File: config.mk
export PLATFORM = sky130hd
export DESIGN_NAME = timer_slot_table
export DESIGN_NICKNAME = d
export VERILOG_FILES = /design/src/sv/tst_pkg.sv /design/src/sv/timer_slot_table.sv /design/src/sv/tst_seq.sv
export SDC_FILE = /design/constraint.sdc
export NUM_CORES = 1
export LEC_CHECK = 0
export BUFFER_PORTS_ARGS = -buffer_cell sky130_fd_sc_hd__buf_2
export CAP_MARGIN = 40
export CORE_MARGIN = 1.5
export CORE_UTILIZATION = 52
export CTS_BUF_LIST = sky130_fd_sc_hd__clkbuf_4 sky130_fd_sc_hd__clkbuf_8 sky130_fd_sc_hd__clkbuf_16
export DETAILED_ROUTE_END_ITERATION = 7
export GPL_ROUTABILITY_DRIVEN = 1
export GPL_TIMING_DRIVEN = 1
export PLACE_DENSITY = 0.8
export SYNTH_ARGS = -nofsm -noshare
export SYNTH_HDL_FRONTEND = slang
export SYNTH_SLANG_ARGS = --single-unit
export TNS_END_PERCENT = 30
File: constraint.sdc
create_clock -name clk_i -period 6.3 [get_ports clk_i]
set_input_delay 0.315 -clock clk_i [delete_from_list [all_inputs] [get_ports clk_i]]
set_output_delay 0.315 -clock clk_i [all_outputs]
set_load 0.02 [all_outputs]
File: src/sv/tst_pkg.sv
`default_nettype none

package tst_pkg;

  // request kinds carried on the input tuser
  localparam logic [2:0] KIND_REGISTER = 3'd0;
  localparam logic [2:0] KIND_QUERY    = 3'd1;
  localparam logic [2:0] KIND_REMOVE   = 3'd2;
  localparam logic [2:0] KIND_TICK     = 3'd3;
  localparam logic [2:0] KIND_DISPATCH = 3'd4;

  localparam int unsigned HandleW = 16;
  localparam int unsigned TicksW  = 15;

  // program steps of the sequencer
  typedef enum logic [1:0] {
    STEP_IDLE,
    STEP_READ,
    STEP_EVAL,
    STEP_FINAL
  } step_e;

  // jump conditions of a control word
  typedef enum logic [1:0] {
    JC_GO,
    JC_REQ,
    JC_SCAN,
    JC_OUT
  } jump_e;

  // one control word
  typedef struct packed {
    logic  in_ready;
    logic  mem_rd;
    logic  eval;
    logic  fin;
    jump_e jc;
    step_e target;
    step_e alt;
  } ctrl_t;

  // status from the datapath that steers the jumps
  typedef struct packed {
    logic accept;
    logic kind_known;
    logic stall;
    logic scan_end;
    logic out_free;
  } seq_stat_t;

  // program rom
  function automatic ctrl_t ucode(step_e step);
    ctrl_t w;
    w = '{in_ready: 1'b0, mem_rd: 1'b0, eval: 1'b0, fin: 1'b0,
          jc: JC_GO, target: STEP_IDLE, alt: STEP_IDLE};
    case (step)
      STEP_IDLE: begin
        w.in_ready = 1'b1;
        w.jc       = JC_REQ;
        w.target   = STEP_READ;
        w.alt      = STEP_FINAL;
      end
      STEP_READ: begin
        w.mem_rd = 1'b1;
        w.jc     = JC_GO;
        w.target = STEP_EVAL;
      end
      STEP_EVAL: begin
        w.eval   = 1'b1;
        w.jc     = JC_SCAN;
        w.target = STEP_READ;
        w.alt    = STEP_FINAL;
      end
      STEP_FINAL: begin
        w.fin    = 1'b1;
        w.jc     = JC_OUT;
        w.target = STEP_IDLE;
      end
      default: begin
        w.jc     = JC_GO;
        w.target = STEP_IDLE;
      end
    endcase
    return w;
  endfunction

endpackage

`default_nettype wire

File: src/sv/timer_slot_table.sv
`default_nettype none

// channel   dir  width     contents
// s_axis    in   tuser 3   kind
//                tdata 32  handle, delay
// m_axis    out  tdata 24  ok, fired, fired_handle, wake
//                tlast     last result of the request
//
// a request visits the slots from the top down, then ends in a final step:
// the slot memory has one port with a registered read, so each slot is read
// in one step and evaluated in the next. register, query and remove stop at
// the first match. reset clears one valid bit per slot, no clearing pass.
// a full output register stalls the final step, and eval of a second expired slot.

module timer_slot_table #(
  parameter int unsigned SLOTS = 8
) (
  input  wire logic        clk_i,
  input  wire logic        rst_ni,
  input  wire logic        s_axis_tvalid,
  output      logic        s_axis_tready,
  input  wire logic [31:0] s_axis_tdata,  // handle[15:0], delay[30:16], zero
  input  wire logic [2:0]  s_axis_tuser,  // kind[2:0]
  output      logic        m_axis_tvalid,
  input  wire logic        m_axis_tready,
  output      logic [23:0] m_axis_tdata,  // ok, fired, fired_handle[17:2], wake, zero
  output      logic        m_axis_tlast
);

  localparam int unsigned IdxW  = (SLOTS > 1) ? $clog2(SLOTS) : 1;
  localparam int unsigned HW    = tst_pkg::HandleW;
  localparam int unsigned TW    = tst_pkg::TicksW;
  localparam int unsigned WordW = HW + TW;

  tst_pkg::ctrl_t     ctrl;
  tst_pkg::seq_stat_t stat;

  // request registers
  logic [2:0]      kind_q;
  logic [HW-1:0]   req_handle_q;
  logic [TW-1:0]   req_delay_q;
  logic [IdxW-1:0] idx_q;
  logic            flag_q;
  logic            pend_q;
  logic [HW-1:0]   pend_handle_q;

  // slot memory with one valid bit per slot
  logic [WordW-1:0] mem_q [SLOTS];
  logic [SLOTS-1:0] valid_q;
  logic [WordW-1:0] rd_word_q;
  logic             rd_valid_q;

  logic            accept;
  logic            kind_known;
  logic            out_free;
  logic [HW-1:0]   rd_h;
  logic [TW-1:0]   rd_t;
  logic            wr_en;
  logic [WordW-1:0] wr_word;
  logic            brk;
  logic            flag_set;
  logic            fire;
  logic            stall;
  logic            scan_end;
  logic            emit;
  logic            emit_ok;
  logic            emit_fired;
  logic [HW-1:0]   emit_handle;
  logic            emit_wake;
  logic            emit_last;

  logic            out_valid_q;
  logic            out_ok_q;
  logic            out_fired_q;
  logic [HW-1:0]   out_handle_q;
  logic            out_wake_q;
  logic            out_last_q;

  tst_seq u_seq (
    .clk_i  (clk_i),
    .rst_ni (rst_ni),
    .stat_i (stat),
    .ctrl_o (ctrl)
  );

  assign s_axis_tready = ctrl.in_ready;
  assign accept        = s_axis_tvalid && s_axis_tready;
  assign kind_known    = (s_axis_tuser == tst_pkg::KIND_REGISTER) ||
                         (s_axis_tuser == tst_pkg::KIND_QUERY) ||
                         (s_axis_tuser == tst_pkg::KIND_REMOVE) ||
                         (s_axis_tuser == tst_pkg::KIND_TICK) ||
                         (s_axis_tuser == tst_pkg::KIND_DISPATCH);
  assign out_free      = !out_valid_q || m_axis_tready;

  // slot contents, a slot never written reads as free with zero ticks
  assign rd_h = rd_valid_q ? rd_word_q[WordW-1:TW] : '0;
  assign rd_t = rd_valid_q ? rd_word_q[TW-1:0] : '0;

  // per-slot evaluation by request kind
  always_comb begin
    wr_en    = 1'b0;
    wr_word  = {rd_h, rd_t};
    brk      = 1'b0;
    flag_set = 1'b0;
    fire     = 1'b0;
    case (kind_q)
      tst_pkg::KIND_REGISTER: begin
        if (rd_h == '0) begin
          wr_en    = 1'b1;
          wr_word  = {req_handle_q, req_delay_q};
          brk      = 1'b1;
          flag_set = 1'b1;
        end
      end
      tst_pkg::KIND_QUERY: begin
        if (rd_h == req_handle_q) begin
          brk      = 1'b1;
          flag_set = 1'b1;
        end
      end
      tst_pkg::KIND_REMOVE: begin
        if (rd_h == req_handle_q) begin
          wr_en    = 1'b1;
          wr_word  = {{HW{1'b0}}, rd_t};
          brk      = 1'b1;
          flag_set = 1'b1;
        end
      end
      tst_pkg::KIND_TICK: begin
        if (rd_t != '0) begin
          wr_en   = 1'b1;
          wr_word = {rd_h, rd_t - TW'(1)};
        end else if (rd_h != '0) begin
          flag_set = 1'b1;
        end
      end
      tst_pkg::KIND_DISPATCH: begin
        if (rd_h != '0 && rd_t == '0) begin
          wr_en   = 1'b1;
          wr_word = {{HW{1'b0}}, rd_t};
          fire    = 1'b1;
        end
      end
      default: begin
        wr_en = 1'b0;
      end
    endcase
  end

  // a second expired slot pushes out the one held back
  assign stall    = ctrl.eval && fire && pend_q && !out_free;
  assign scan_end = brk || (idx_q == '0);

  assign stat = '{accept: accept, kind_known: kind_known, stall: stall,
                  scan_end: scan_end, out_free: out_free};

  // result to emit this cycle
  always_comb begin
    emit        = 1'b0;
    emit_ok     = 1'b0;
    emit_fired  = 1'b0;
    emit_handle = '0;
    emit_wake   = 1'b0;
    emit_last   = 1'b0;
    if (ctrl.eval && fire && pend_q && out_free) begin
      emit        = 1'b1;
      emit_fired  = 1'b1;
      emit_handle = pend_handle_q;
    end else if (ctrl.fin && out_free) begin
      emit      = 1'b1;
      emit_last = 1'b1;
      case (kind_q)
        tst_pkg::KIND_REGISTER,
        tst_pkg::KIND_QUERY,
        tst_pkg::KIND_REMOVE: begin
          emit_ok = flag_q;
        end
        tst_pkg::KIND_TICK: begin
          emit_wake = flag_q;
        end
        tst_pkg::KIND_DISPATCH: begin
          emit_fired  = pend_q;
          emit_handle = pend_q ? pend_handle_q : '0;
        end
        default: begin
          emit_ok = 1'b0;
        end
      endcase
    end
  end

  // request capture, scan index and running flags
  always_ff @(posedge clk_i or negedge rst_ni) begin
    if (!rst_ni) begin
      kind_q <= tst_pkg::KIND_REGISTER;
      idx_q  <= '0;
      flag_q <= 1'b0;
      pend_q <= 1'b0;
    end else if (accept) begin
      kind_q <= s_axis_tuser;
      idx_q  <= IdxW'(SLOTS - 1);
      flag_q <= 1'b0;
      pend_q <= 1'b0;
    end else if (ctrl.eval && !stall) begin
      if (flag_set) begin
        flag_q <= 1'b1;
      end
      if (fire) begin
        pend_q <= 1'b1;
      end
      if (!scan_end) begin
        idx_q <= idx_q - IdxW'(1);
      end
    end
  end

  // request payload and held-back expired handle
  always_ff @(posedge clk_i) begin
    if (accept) begin
      req_handle_q <= s_axis_tdata[15:0];
      req_delay_q  <= s_axis_tdata[30:16];
    end
    if (ctrl.eval && !stall && fire) begin
      pend_handle_q <= rd_h;
    end
  end

  // slot memory write and registered read
  always_ff @(posedge clk_i) begin
    if (ctrl.eval && !stall && wr_en) begin
      mem_q[idx_q] <= wr_word;
    end
    if (ctrl.mem_rd) begin
      rd_word_q <= mem_q[idx_q];
    end
  end

  // valid bits of the slot memory
  always_ff @(posedge clk_i or negedge rst_ni) begin
    if (!rst_ni) begin
      valid_q    <= '0;
      rd_valid_q <= 1'b0;
    end else begin
      if (ctrl.eval && !stall && wr_en) begin
        valid_q[idx_q] <= 1'b1;
      end
      if (ctrl.mem_rd) begin
        rd_valid_q <= valid_q[idx_q];
      end
    end
  end

  // output register
  always_ff @(posedge clk_i or negedge rst_ni) begin
    if (!rst_ni) begin
      out_valid_q <= 1'b0;
    end else if (emit) begin
      out_valid_q <= 1'b1;
    end else if (m_axis_tready) begin
      out_valid_q <= 1'b0;
    end
  end

  always_ff @(posedge clk_i) begin
    if (emit) begin
      out_ok_q     <= emit_ok;
      out_fired_q  <= emit_fired;
      out_handle_q <= emit_handle;
      out_wake_q   <= emit_wake;
      out_last_q   <= emit_last;
    end
  end

  assign m_axis_tvalid = out_valid_q;
  assign m_axis_tdata  = {5'b0, out_wake_q, out_handle_q, out_fired_q, out_ok_q};
  assign m_axis_tlast  = out_last_q;

  // checks on the sequencer and datapath
  a_scan_start: assert property (@(posedge clk_i) disable iff (!rst_ni)
    accept && kind_known |=> idx_q == IdxW'(SLOTS - 1))
    else $error("scan does not start at the top slot");

  a_emit_room: assert property (@(posedge clk_i) disable iff (!rst_ni)
    emit |-> out_free)
    else $error("result written over a waiting result");

  a_pend_kind: assert property (@(posedge clk_i) disable iff (!rst_ni)
    pend_q |-> kind_q == tst_pkg::KIND_DISPATCH)
    else $error("held-back handle outside a dispatch");

  a_final_ready: assert property (@(posedge clk_i) disable iff (!rst_ni)
    ctrl.fin && out_free |=> s_axis_tready)
    else $error("sequencer not back to idle after final result");

  a_no_write_idle: assert property (@(posedge clk_i) disable iff (!rst_ni)
    ctrl.in_ready |-> !(ctrl.eval || ctrl.fin || ctrl.mem_rd))
    else $error("datapath active while waiting for a request");

endmodule

`default_nettype wire

File: src/sv/tst_seq.sv
`default_nettype none

module tst_seq (
  input  wire logic              clk_i,
  input  wire logic              rst_ni,
  input  wire tst_pkg::seq_stat_t stat_i,
  output tst_pkg::ctrl_t         ctrl_o
);

  tst_pkg::step_e step_q, step_d;
  tst_pkg::ctrl_t ctrl;

  // step counter
  always_ff @(posedge clk_i or negedge rst_ni) begin
    if (!rst_ni) begin
      step_q <= tst_pkg::STEP_IDLE;
    end else begin
      step_q <= step_d;
    end
  end

  // rom fetch
  assign ctrl = tst_pkg::ucode(step_q);

  // conditional jump
  always_comb begin
    step_d = step_q;
    case (ctrl.jc)
      tst_pkg::JC_GO: begin
        step_d = ctrl.target;
      end
      tst_pkg::JC_REQ: begin
        if (stat_i.accept) begin
          step_d = stat_i.kind_known ? ctrl.target : ctrl.alt;
        end
      end
      tst_pkg::JC_SCAN: begin
        if (!stat_i.stall) begin
          step_d = stat_i.scan_end ? ctrl.alt : ctrl.target;
        end
      end
      tst_pkg::JC_OUT: begin
        if (stat_i.out_free) begin
          step_d = ctrl.target;
        end
      end
      default: begin
        step_d = tst_pkg::STEP_IDLE;
      end
    endcase
  end

  assign ctrl_o = ctrl;

endmodule

`default_nettype wire

==> results list, run 1 <==
* Switching power share of the total: 33.3%
- Setup TNS: 0 ns
- All-Layer GR Usage: 23.5%
- The Yosys step of the flow raised 0 warnings.
- DR DRC count: 0
- Logic depth of the worst path, buffers included: 9
- Final setup violation count: 0
* Fillers: 1923
* Crit Reg-Reg Endpoint: mem_q[7][17]
* Clock period minus final worst setup slack: 3.85 ns
- Final design area excluding fillers: 0.0168 sq mm
- The run finished with clean final reports.
- Across the run, the number of max-cap violations was 0.
- Dividing total power by cell area gives a power density of 463 mW/mm^2.
- Yosys attributes the largest share of cell area to sky130_fd_sc_hd__edfxtp_1 (71%), sky130_fd_sc_hd__a22oi_1 (6.8%), sky130_fd_sc_hd__dfrtp_1 (3.4%).
- In this run the standard cell core region covers 0.0276 sq mm.
- Number of buffers added on ports: 59
* Worst setup slack for register-to-register paths: 2.45 ns
- Registers are responsible for 47.9% of the overall power.
* Number of distinct library cell variants in the gate-level netlist after synthesis: 75
* Worst IR drop on VDD: 231 uV
- Summed over all nets, the half-perimeter wirelength after detailed placement is 18600 microns.
- The slowest stage of the critical path belongs to the cell sky130_fd_sc_hd__dfrtp_2.
* Slew at the pin with the worst max-slew slack: 0.906 ns
* CP peak stage delay: 0.74 ns
* Synthesized instance count: 930
- From bottom edge to top edge, the die measures 170 microns.
* Number of clock sinks: 366
- The min-delay analysis places its worst path in the category in2reg.
- Share of power burned in the clock network: 26.6%
* Wirelength per Cell: 23.7 microns
* Highest-count cells in the layout ignoring fill and taps: sky130_fd_sc_hd__edfxtp_1 (346), sky130_fd_sc_hd__a22oi_1 (131), sky130_fd_sc_hd__buf_2 (59)
- For this configuration, the core starts out at a cell density of 52.6%.
- Post-CTS repair changed the size of 0 cells.
* M1 WL: 12500 microns
- Vias in the first global route: 8779
- Relative contribution of combinational cells to total power: 25.5%
- Maximum clock path buffer count: 3
- Placement Setup Slack: 2.53 ns
- Of all flip-flops after synthesis, the portion carrying an async set or reset was 5.46%.
* First-iteration detailed-routing DRC count: 1082
- Width of the die: 170 microns
* Crit-path leading delay family: simple AND/OR/NAND/NOR gates
* Kind of critical path: reg2reg
- TritonCTS built the clock tree.
- Largest area contributor in the netlist: sky130_fd_sc_hd__edfxtp_1
- In this run the remaining antenna-violating nets after routing total 0.
* Final weighted congestion of routability-driven global placement: 0.886
- Clock Pin Slew Worst Setup and Hold Paths: 0.06 ns
- Fmax: 259 MHz
- Cell internal power was estimated by the tool at 5.20 mW.
- In the finished design, the share of the clock period the worst path needs comes to 61.2%.
- STA puts the critical path data arrival time at 4.07 ns.
* Count of boundary I/O pins: 66
* Startpoint of the lowest-slack register-to-register path: rd_valid_q
* Most frequent standard cell in the layout excluding fill and tap cells: sky130_fd_sc_hd__edfxtp_1
* Post-route clock skew: 0.0156 ns
* Post-synthesis to final-layout area growth: 15.9%
- Largest net degree at the start of global routing: 44
* Floorplan die area: 0.0290 sq mm
- Across all setup checks in the final design, the least slack found is 2.45 ns.
- The final-report hold violation count was 0.
* Worst-skew pair later-pin latency: 0.52 ns
- The total count of max-transition violations in the final report came to 0.
- After detailed placement, the total cell area comes to 0.0154 sq mm.
* Final-stage net count: 1071
- Wire length of the first global-routing pass: 50800 microns
* Number of cells on the worst hold path: 3
- Highest fanout seen on the critical path: 39
- Summing every instance area after synthesis gives 0.0145 sq mm.
- The number of antenna violations at the first check in global routing came to 0.
* Via density per instance: 6.38
- Number of buffer and inverter instances along the worst setup path: 2
* Antenna Cells: 0
* Setup bufs post-CTS: 0
* Detail Route met3 WL: 3650 microns
* Via count: 9117
- Leakage power total: 5.59 nW
* Global route total overflow: 0
* Level count of the clock H-tree: 2
- Number of buffers inserted during clock tree synthesis: 35
* Prevailing post-synth register cell: sky130_fd_sc_hd__edfxtp_1
- Switching pwr: 2.59 mW
- Cell depth of the worst flop-to-flop path: 9
- Post-synthesis sequential area ratio: 74.9%
- Summed over all layers, the routed wires come to 33900 microns.
- Wire segments on met2 add up to 16500 microns in the final route.
* Hold buffer count at cts: 32
- In this run the tightest slew margin relative to its limit is 39.1%.
- The critical path goes through buf_4 > o31ai_1 > and2_1 > nand3_2 > o31ai_2 > or2_1 > o21bai_2 > nor2_4 > buf_16.
- Hold path startpoint: s_axis_tvalid
- The worst setup path is captured at a flip-flop.
* Hold path endpoint: u_seq.step_q[1]
- STA classifies the critical path startpoint as a flip-flop.
- A synthesized cell averages 15.6 sq um.
- Row cnt: 61
* Synthesis-stage register bit count: 366
- Top cell type's share of synthesized area: 71.5%
- Number of optimization iterations in the first detailed-route pass: 6
- Number of synthesized flops with an enable pin: 346
* Highest signal layer in the routed design: met4
- Ratio of cells with drive above 1 in the final layout: 16.9%
* Setup repair after global routing missed its margin: false
* Buffer type at the clock tree root: sky130_fd_sc_hd__clkbuf_16
- Req. time, crit path: 6.51 ns
## metal layers
metal / global-route usage, % / up-vias
li1: - / 3936
met1: 30.5 / 4437
met2: 39.0 / 646
met3: 4.28 / 98
met4: 10.1 / 0
met5: 0 / -
## worst max path at each step
stage,start,endpoint,slack (ns)
after global placement,rd_valid_q,mem_q[5][18],2.30
after floorplan,rd_valid_q,mem_q[0][0],1.72
after CTS,rd_valid_q,mem_q[4][23],2.47
final,rd_valid_q,mem_q[7][17],2.45
after detailed placement,rd_valid_q,mem_q[4][17],2.53
after global routing,rd_valid_q,mem_q[4][23],2.24
## final cells by class
type / instances / area, sq um / share of cell area [%]
clock buffers: 38 / 898 / 5.33
multi-input cells: 498 / 3450 / 20.5
well taps: 378 / 473 / 2.81
inverters: 13 / 48.8 / 0.290
clock inverters: 22 / 219 / 1.30
flip-flops and latches: 366 / 10900 / 64.7
repair buffers: 115 / 865 / 5.13
## stage by stage
step           total power [mW]  util (%)  hold slack [ns]  cells
2_1_floorplan              4.98         -           0.0194    934
4_1_cts                    7.74      61.0           0.0430   1430
5_1_grt                    8.07      61.0           0.0597   1430
3_5_place_dp               5.67      55.8            0.289   1338
3_3_place_gp               5.56      55.5            0.291   1334
6_report                   7.79      61.0           0.0471   1430
## power by group through the flow
| stage | Sequential, mW | Clock [mW] | Combinational [mW] |
|---|---|---|---|
| 4_1_cts | 3.71 | 2.08 | 1.94 |
| 6_report | 3.73 | 2.07 | 1.98 |
| 3_3_place_gp | 3.74 | 0 | 1.82 |
| 5_1_grt | 3.75 | 2.17 | 2.15 |
| 3_5_place_dp | 3.76 | 0 | 1.91 |
| 2_1_floorplan | 3.59 | 0 | 1.39 |
## logic make-up after synthesis
group                      after synthesis  synth area share, %
AOI/OAI and AO/OA                      244                 12.9
xor gates and xnor gates                11                0.663
adders and majority gates                3                0.258
buffers and inverters                   70                 2.18
DFF                                    366                 74.9
muxes                                    5                0.353
other                                    1               0.0258
and+or+nand+nor                        230                 8.75
## registers in the layout, indices dropped and copies added (netlist names)
signal,count
flag_q,1
idx_q,3
kind_q,3
m_axis_tlast,1
m_axis_tvalid,1
mem_q,248
out_fired_q,1
out_handle_q,16
out_ok_q,1
out_wake_q,1
pend_handle_q,16
pend_q,1
rd_valid_q,1
rd_word_q,31
req_delay_q,15
req_handle_q,16
u_seq.step_q,2
valid_q,8
## synth_stat cells (all sizes together), types with 3 or more instances
cell type  number
nor3b           6
xor2            3
clkbuf         39
nand4          42
and2           34
o21bai          6
mux2i           4
inv            11
a22oi         131
a21oi          16
a22o           15
o21ai          28
o31ai           5
nor3           16
o32ai           3
xnor2           8
nand2b          3
nor2           41
nand3          15
a31oi           3
nor4            7
nor2b           7
nor4bb          6
buf            18
dfrtp          20
a221o           5
ha              3
and3            3
edfxtp        346
o41ai           5
a211oi          3
a21o            3
nand2          39
a32oi           5
## worst reg2reg max path, stage by stage, from the launching register on
cell and delay (ns):
sky130_fd_sc_hd__dfrtp_2 0.74, sky130_fd_sc_hd__buf_4 0.46, sky130_fd_sc_hd__o31ai_1 0.23, sky130_fd_sc_hd__and2_1 0.25
sky130_fd_sc_hd__nand3_2 0.16, sky130_fd_sc_hd__o31ai_2 0.13, sky130_fd_sc_hd__or2_1 0.35, sky130_fd_sc_hd__o21bai_2 0.40
sky130_fd_sc_hd__nor2_4 0.57, sky130_fd_sc_hd__buf_16 0.26
(Power assumes the default switching activity.)
==> inputs of run 2 (changes only) <==
Settings changed: ABC_AREA set to 1.
Clock period 6.3 ns to 3.8 ns, I/O delays scaled along.
==> run 2 against run 1 <==
Against the previous run: sequential power is 64% higher; setup slack worse by 2.0 ns; die area up 3.9%; clock skew up 0.0047 ns; cell area increased by 3.6%; non-clock buffer count up 11; sequential share of layout area shrank 2.3 points; core utilization hardly changed; combinational power grew 130%; largest cell class unchanged; highest routed layer unchanged.
==> results list, run 2 <==
* Share of the cycle needed by the critical path after routing: 87.0% (+26 points)
- The minimum clock period after layout was 3.31 ns (-0.548 ns).
- Ratio of cells with drive above 1 in the final layout: 15.7% (-1.2 points)
* Worst IR drop on VDD: 352 uV (+52%)
- The number of warnings reported in the yosys synthesis log came to 0 (unchanged).
- Number of optimization iterations in the first detailed-route pass: 6 (unchanged)
* Kind of critical path: reg2reg
- First-iteration detailed-routing DRC count: 1208 (+12%)
- All-Layer GR Usage: 23.5% (+0.026 points)
* Setup repair after global routing missed its margin: false
* Footprint of the multi-input gates: 0.00352 sq mm (+2.2%)
- Dominant cell by count in the synthesized netlist: sky130_fd_sc_hd__edfxtp_1
- Top reg by flops: mem_q
- Post-Place Cells: 1604 (+20%)
- Min-delay worst type: in2reg
- Final cell count without fillers: 1704 (+19%)
- The wire length per cell came to 20.5 microns (-13%).
* Starting utilization of the core area: 52.8% (+0.18 points)
- Overall power of the completed layout: 14.2 mW (+82%)
- Req. time, crit path: 4.00 ns (-2.51 ns)
- The clock tree skew after final layout came to 0.0203 ns (+0.00466 ns).
* Placement-stage cell area: 0.0159 sq mm (+3.5%)
* Placement Setup Slack: 0.578 ns (-1.95 ns)
* Clock tree from TritonCTS: done
- Worst-skew pair later-pin latency: 0.52 ns (about the same)
* Setup bufs post-CTS: 0 (unchanged)
- Global route total overflow: 0 (unchanged)
- The final layout net count is 1336 (+25%).
- Fin. max-slew vios: 0 (unchanged)
* Area occupied by registers: 0.0109 sq mm (about the same)
- Routed Antenna Nets: 0 (unchanged)
- The number of synthesized register bits was 366 (unchanged).
- Leaving out fill and tap cells, the most frequent cell in the layout is sky130_fd_sc_hd__edfxtp_1.
- CORE AREA: 0.0286 sq mm (+3.6%)
- The worst setup path is launched from a flip-flop.
* Detailed Place HPWL: 20600 microns (+11%)
- The post-cts hold buffer count came to 36 (+13%).
- The global-route wire length before repair was 54000 microns (+6.3%).
- Proportion of register bits with asynchronous set or reset after synthesis: 5.46% (unchanged)
- Number of gates resized after cts: 0 (unchanged)
- The sequential-to-total area share from yosys stat is 72.1% (-2.9 points).
- The final-report hold violation count was 0 (unchanged).
* Least setup slack across all paths after layout: 0.494 ns (-1.95 ns)
- The number of buffers inserted during clock tree synthesis is 35 (unchanged).
- Via count: 9937 (+9.0%)
- The layout filler cell count came to 2013 (+4.7%).
* Die height: 173 microns (+1.9%)
* Post-synthesis to final-layout area growth: 15.5%
- Top cell type's share of synthesized area: 68.8% (-2.7 points)
- The largest registers in the layout are mem_q x248, rd_word_q x31.
- The worst slew margin relative to its limit came to 41.7% (+2.6 points).
- The library cells used most frequently in the layout, excluding fill and tap cells, are sky130_fd_sc_hd__edfxtp_1 (346), sky130_fd_sc_hd__nand2_1 (246), sky130_fd_sc_hd__inv_1 (116).
* Width of the die: 173 microns (+1.9%)
- Leakage power total: 6.64 nW (+19%)
- In the synthesized netlist, the cells that appear most often are sky130_fd_sc_hd__edfxtp_1 (346), sky130_fd_sc_hd__nand2_1 (246), sky130_fd_sc_hd__inv_1 (116).
* Final design area excluding fillers: 0.0175 sq mm (+3.6%)
- The area enclosed by the die boundary is 0.0301 sq mm (+3.9%).
- Number of clock sinks: 366 (unchanged)
* Slew at the pin with the worst max-slew slack: 0.874 ns (-0.0315 ns)
- In the synthesized netlist the dominant register cell turns out to be sky130_fd_sc_hd__edfxtp_1.
- Arrival time of the worst setup path: 3.50 ns (-0.57 ns)
* Buffer type at the clock tree root: sky130_fd_sc_hd__clkbuf_16
- The via count of the first global-routing pass is 9663 (+10%).
- The final setup TNS is 0 ns (unchanged).
* Run status: complete, no violations
- The total standard cell area after synthesis is 0.0151 sq mm (+4.0%).
* Number of distinct library cell variants in the gate-level netlist after synthesis: 42 (-44%)
- The number of instances in the synthesized netlist is 1174 (+26%).
* Highest fanout seen on the critical path: 26 (-33%)
- The number of vias per cell after detailed routing came to 5.83 (-8.5%).
- Area contributors post-synth: sky130_fd_sc_hd__edfxtp_1 (69%), sky130_fd_sc_hd__nand2_1 (6.1%), sky130_fd_sc_hd__dfrtp_1 (3.3%)
* Level count of the clock H-tree: 2 (unchanged)
* Cell Pwr Density: 811 mW/mm^2 (+75%)
- The weighted congestion reported at the end of routability-driven placement is 0.927 (+4.6%).
- The row count came to 62 (+1.6%).
* Antenna Cells: 0 (unchanged)
- Average size of a mapped cell: 12.9 sq um (-18%)
- The number of maximum-capacitance constraint violations is 0 (unchanged).
* Fmax: 302 MHz (+17%)
- The number of antenna violations at the first check in global routing came to 0 (unchanged).
- The maximum number of buffers from clock root to sink is 3 (unchanged).
- Number of buffers added on ports: 59 (unchanged)
* Count of boundary I/O pins: 66 (unchanged)
- Number of synthesized flops with an enable pin: 346 (unchanged)
* Clock Pin Slew Worst Setup and Hold Paths: 0.07 ns (about the same)
* Largest area contributor in the netlist: sky130_fd_sc_hd__edfxtp_1
- The pin count of the biggest net entering global routing came to 34 (-23%).
* DR DRC count: 0 (unchanged)
- The overall routed net length was 34900 microns (+3.1%).
- The final setup violation count came to 0 (unchanged).
- STA classifies the critical path endpoint as a flip-flop.
* Max FFs per register: 248 (unchanged)
## run 2: cell types whose count changed in the layout (fill, tap and decap cells not counted), moves of 12 or more
cell                       previous run  this run
sky130_fd_sc_hd__o211ai_1             1        20
sky130_fd_sc_hd__a22oi_1            131        44
sky130_fd_sc_hd__and2_1              34         0
sky130_fd_sc_hd__nand3_1             14        71
sky130_fd_sc_hd__nor2_4               3        15
sky130_fd_sc_hd__a221oi_1             1        31
sky130_fd_sc_hd__nand2_2              1        15
sky130_fd_sc_hd__a21oi_1             16        35
sky130_fd_sc_hd__inv_1               11       116
sky130_fd_sc_hd__nand2_1             38       246
## run 2: final cells by class
type	count	area share (%)
multi-input cells	643	20.2
inverters	122	2.64
clock inverters	17	0.953
flip-flops and latches	366	62.4
clock buffers	46	5.63
repair buffers	126	5.43
well taps	384	2.75
## run 2: kinds of logic (layout without fill, tap and decap cells)
family / Yosys count / count (layout) / share of synthesized area (%)
simple gates: 456 / 456 / 14.2
buf+inv: 169 / 311 / 4.91
xor+xnor: 2 / 2 / 0.116
other cells: 1 / 5 / 0.0248
flops: 366 / 366 / 72.1
fa+ha+maj: 3 / 3 / 0.248
compound gates: 177 / 177 / 8.40
## run 2: where the power goes
part	switching, mW	total, mW	internal [mW]
Combinational	3.38	4.60	1.22
Sequential	0.293	6.11	5.82
Clock	1.46	3.44	1.98
Total	5.13	14.2	9.02
## run 2: metrics by stage
| stage | hold slack, ns | util (%) |
|---|---|---|
| 2_1_floorplan | -0.106 | - |
| 3_3_place_gp | 0.169 | 55.7 |
| 3_5_place_dp | 0.179 | 55.7 |
| 4_1_cts | 0.0962 | 61.0 |
| 5_1_grt | 0.151 | 61.0 |
| 6_report | 0.113 | 61.0 |
## run 2: final timing paths
path                            cells after the start  slack, ns          start              end
worst max-delay path                                9       0.49     rd_valid_q     mem_q[3][12]
worst min-delay path                                4       0.11  m_axis_tready  u_seq.step_q[0]
worst max register to register                      9       0.49     rd_valid_q     mem_q[3][12]
max in group asynchronous                           2       3.29         rst_ni        kind_q[2]
min in group asynchronous                           2       0.18         rst_ni       valid_q[2]
worst min register to register                      2       0.46     valid_q[3]       valid_q[3]
## run 2: layer usage
layer | track usage, % | vias up | wire [microns]
li1 | - | 4476 | -
met2 | 39.5 | 592 | 17000
met5 | 0 | - | 0
met4 | 7.90 | 0 | 787
met3 | 3.16 | 64 | 3440
met1 | 31.9 | 4805 | 13800
## run 2: critical path: stages (launching register included)
cell	delay [ns]
sky130_fd_sc_hd__dfrtp_1	0.69
sky130_fd_sc_hd__nand2_1	0.31
sky130_fd_sc_hd__nand4_1	0.13
sky130_fd_sc_hd__nor2_1	0.32
sky130_fd_sc_hd__nand2_4	0.19
sky130_fd_sc_hd__nor2_2	0.45
sky130_fd_sc_hd__nand2_1	0.10
sky130_fd_sc_hd__nand2_1	0.08
sky130_fd_sc_hd__a21oi_1	0.05
sky130_fd_sc_hd__a21oi_1	0.65
==> inputs of run 3 (changes only) <==
Settings changed: MAX_ROUTING_LAYER set to met4.
==> run 3 against run 2 <==
Against the previous run: register-to-register slack got worse by 0.03 ns; first-iteration DRC count decreased by 13%; count of clock-buffer cells in the layout decreased by 1; hold slack got worse by 0.0097 ns; combinational power about the same; core utilization decreased by 0.096 points; setup slack got worse by 0.033 ns; via count decreased by 1.2%; wire length decreased by 2.0%; global-route usage increased by 0.19 points; die area unchanged; largest cell class unchanged; largest power group unchanged.
==> results list, run 3 (synthesis results as in run 2) <==
- The flow ran to the end, and the final reports show no timing, DRC or antenna violations.
- The area enclosed by the die boundary came to 0.0301 sq mm (unchanged).
- The part of the total power dissipated in the clock network was 23.9% (-0.4 points).
- Hold Violations, Final: 0 (unchanged)
- Via count: 9815 (-1.2%)
- Share of the cycle needed by the critical path after routing: 87.9% (+0.87 points)
- Counting flops per register, the top entry is mem_q.
- Clock Pin Slew Worst Setup and Hold Paths: 0.06 ns (about the same)
* Starting utilization of the core area: 52.8% (unchanged)
- Setup TNS: 0 ns (unchanged)
- For this design, the slowest cell found on the critical path is sky130_fd_sc_hd__dfrtp_1.
- In the final layout, the registers with the most flip-flops are mem_q x248, rd_word_q x31.
- Switching power share of the total: 36.3% (about the same)
- The global-route wire length before repair was 52500 microns (-2.8%).
- Detailed Place HPWL: 21000 microns (+1.9%)
- Setup repair after global routing left no endpoint under its margin.
- CP peak stage delay: 0.88 ns (+0.19 ns)
* Clock period minus final worst setup slack: 3.34 ns (+0.0332 ns)
- Clock tree from TritonCTS: done
- The area inside the core boundary was 0.0286 sq mm (unchanged).
- The worst slew margin relative to its limit was 34.4% (-7.3 points).
* Global route total overflow: 0 (unchanged)
- The weighted congestion reported at the end of routability-driven placement is 0.913 (-1.4%).
* Buffer type at the clock tree root: sky130_fd_sc_hd__clkbuf_16
- Setup bufs post-CTS: 0 (unchanged)
* Internal Pwr Total: 8.94 mW (-0.90%)
* Kind of critical path: reg2reg
- The number of buffers inserted during clock tree synthesis was 35 (unchanged).
- Worst-skew pair later-pin latency: 0.54 ns (+0.02 ns)
- Max FFs per register: 248 (unchanged)
- The power density over cell area was 805 mW/mm^2 (-0.71%).
- Via density per instance: 5.76 (-1.2%)
- The final layout net count came to 1337 (+0.075%).
- The die height is 173 microns (unchanged).
* Switching pwr: 5.09 mW (-0.81%)
- Element type at the critical path start: flip-flop
- Leakage power total: 6.64 nW (about the same)
- The pin count of the biggest net entering global routing is 34 (unchanged).
- The reg2reg setup slack is 0.46 ns (-0.03 ns).
- The final cell area excluding filler cells came to 0.0174 sq mm (-0.16%).
- The count of buffering cells on the critical path with inverters included is 4 (+4).
- Antenna Cells: 0 (unchanged)
- The critical path data arrival time was 3.55 ns (+0.05 ns).
- Most frequent standard cell in the layout excluding fill and tap cells: sky130_fd_sc_hd__edfxtp_1
- Number of clock sinks: 366 (unchanged)
- The highest ir drop seen on vdd was 363 uV (+3.1%).
* All-Layer GR Usage: 23.7% (+0.19 points)
* Post-synthesis to final-layout area growth: 15.3%
* Fin. max-slew vios: 0 (unchanged)
- The row count is 62 (unchanged).
* Number of buffers added on ports: 59 (unchanged)
* Category of the worst setup path capture point: flip-flop
* Ratio of cells with drive above 1 in the final layout: 15.6% (-0.064 points)
- Slew at the pin with the worst max-slew slack: 0.973 ns (+0.0993 ns)
- Final setup violation count: 0 (unchanged)
- The maximum number of buffers from clock root to sink came to 3 (unchanged).
- The register share of total power is 43.5% (+0.3 points).
- The post-detailed-placement cell area is 0.0159 sq mm (about the same).
- The path class of the tightest hold or removal check is in2reg.
- The final antenna-violating net count was 0 (unchanged).
* First-iteration detailed-routing DRC count: 1051 (-13%)
- The top cell types in the final layout, fill and taps aside, are sky130_fd_sc_hd__edfxtp_1 (346), sky130_fd_sc_hd__nand2_1 (246), sky130_fd_sc_hd__inv_1 (116).
- The horizontal extent of the die came to 173 microns (unchanged).
- The overall routed net length is 34200 microns (-2.0%).
- The post-route DRC violation count was 0 (unchanged).
* Highest fanout seen on the critical path: 26 (unchanged)
- Relative contribution of combinational cells to total power: 32.6% (about the same)
- The maximum clock frequency came to 299 MHz (-0.99%).
* Level count of the clock H-tree: 2 (unchanged)
- Req. time, crit path: 4.01 ns (about the same)
* Count of boundary I/O pins: 66 (unchanged)
- Vias in the first global route: 9505 (-1.6%)
* Crit-path leading delay family: simple AND/OR/NAND/NOR gates
- The number of antenna violations at the first check in global routing was 0 (unchanged).
- Post-route clock skew: 0.0292 ns (+0.00887 ns)
* Number of maximum-capacitance constraint violations: 0 (unchanged)
- Number of optimization iterations in the first detailed-route pass: 8 (+2)
- Wirelength per Cell: 20.1 microns (-2.0%)
- The critical path goes through buf_12 > nand2_1 > nand2_1 > nor2_2 > nand2_4 > nor2_8 > nor2_1 > inv_2 > nand4_2 > nand3_1 > inv_1 > buf_12.
## run 3: changes by cell type in the layout (fill, tap and decap cells not counted)
cell / delta
sky130_fd_sc_hd__buf_12: -1
sky130_fd_sc_hd__clkinvlp_4: -2
sky130_fd_sc_hd__buf_2: -1
sky130_fd_sc_hd__clkbuf_4: -1
sky130_fd_sc_hd__inv_16: +1
sky130_fd_sc_hd__clkinv_2: +2
sky130_fd_sc_hd__clkinv_8: -2
sky130_fd_sc_hd__bufinv_16: -1
sky130_fd_sc_hd__buf_4: +3
sky130_fd_sc_hd__clkinv_16: +1
## run 3: cell type report
type                       count  area [sq um]
clock buffer                  45           975
clock inverter                16           149
fill                        2017         11200
inverter                     122           460
multi-input combinational    643          3520
sequential                   366         10900
tap                          384           480
timing repair buffer         127           946
## run 3: stage by stage
stage	std cells	hold slack (ns)	power [mW]	setup slack, ns	utilization, %
after floorplan	1178	-0.106	9.10	0.465	-
after global placement	1606	0.167	10.4	0.549	55.7
after detailed placement	1606	0.171	10.6	0.525	55.7
after CTS	1703	0.0755	13.9	0.521	60.9
after global routing	1703	0.121	14.7	0.235	60.9
final	1703	0.104	14.0	0.461	60.9
## run 3: power groups by stage
| stage | registers, mW | clock network, mW | logic, mW |
|---|---|---|---|
| after detailed placement | 6.17 | 0 | 4.40 |
| final | 6.11 | 3.36 | 4.57 |
| after global placement | 6.17 | 0 | 4.24 |
| after CTS | 6.09 | 3.37 | 4.45 |
| after floorplan | 6.08 | 0 | 3.02 |
| after global routing | 6.14 | 3.54 | 4.97 |
## run 3: worst register-to-register path: stages, from the launching register on
cell	delay, ns
sky130_fd_sc_hd__dfrtp_1	0.88
sky130_fd_sc_hd__buf_12	0.26
sky130_fd_sc_hd__nand2_1	0.13
sky130_fd_sc_hd__nand2_1	0.17
sky130_fd_sc_hd__nor2_2	0.09
sky130_fd_sc_hd__nand2_4	0.10
sky130_fd_sc_hd__nor2_8	0.06
sky130_fd_sc_hd__nor2_1	0.27
sky130_fd_sc_hd__inv_2	0.12
sky130_fd_sc_hd__nand4_2	0.20
sky130_fd_sc_hd__nand3_1	0.13
sky130_fd_sc_hd__inv_1	0.35
sky130_fd_sc_hd__buf_12	0.27
## run 3: final timing paths
kind,startpoint,end,cells past startpoint
setup reg to reg,rd_valid_q,mem_q[1][28],12
setup / recovery,rd_valid_q,mem_q[1][28],12
min in group asynchronous,rst_ni,valid_q[6],2
hold / removal,m_axis_tready,u_seq.step_q[0],4
max in group asynchronous,rst_ni,idx_q[2],2
hold reg to reg,valid_q[3],valid_q[3],2
## run 3: repair_timing
item / CTS / global route
hold buffers: 36 / 0
hold endpoints to repair: 55 / 0
resized for setup: 0 / 0
## run 3: metal layers
metal	wire length, microns	track usage [%]	vias up
met4	782	7.21	0
met2	16500	38.3	568
li1	-	-	4461
met5	0	-	-
met3	3980	4.71	70
met1	12900	30.5	4716
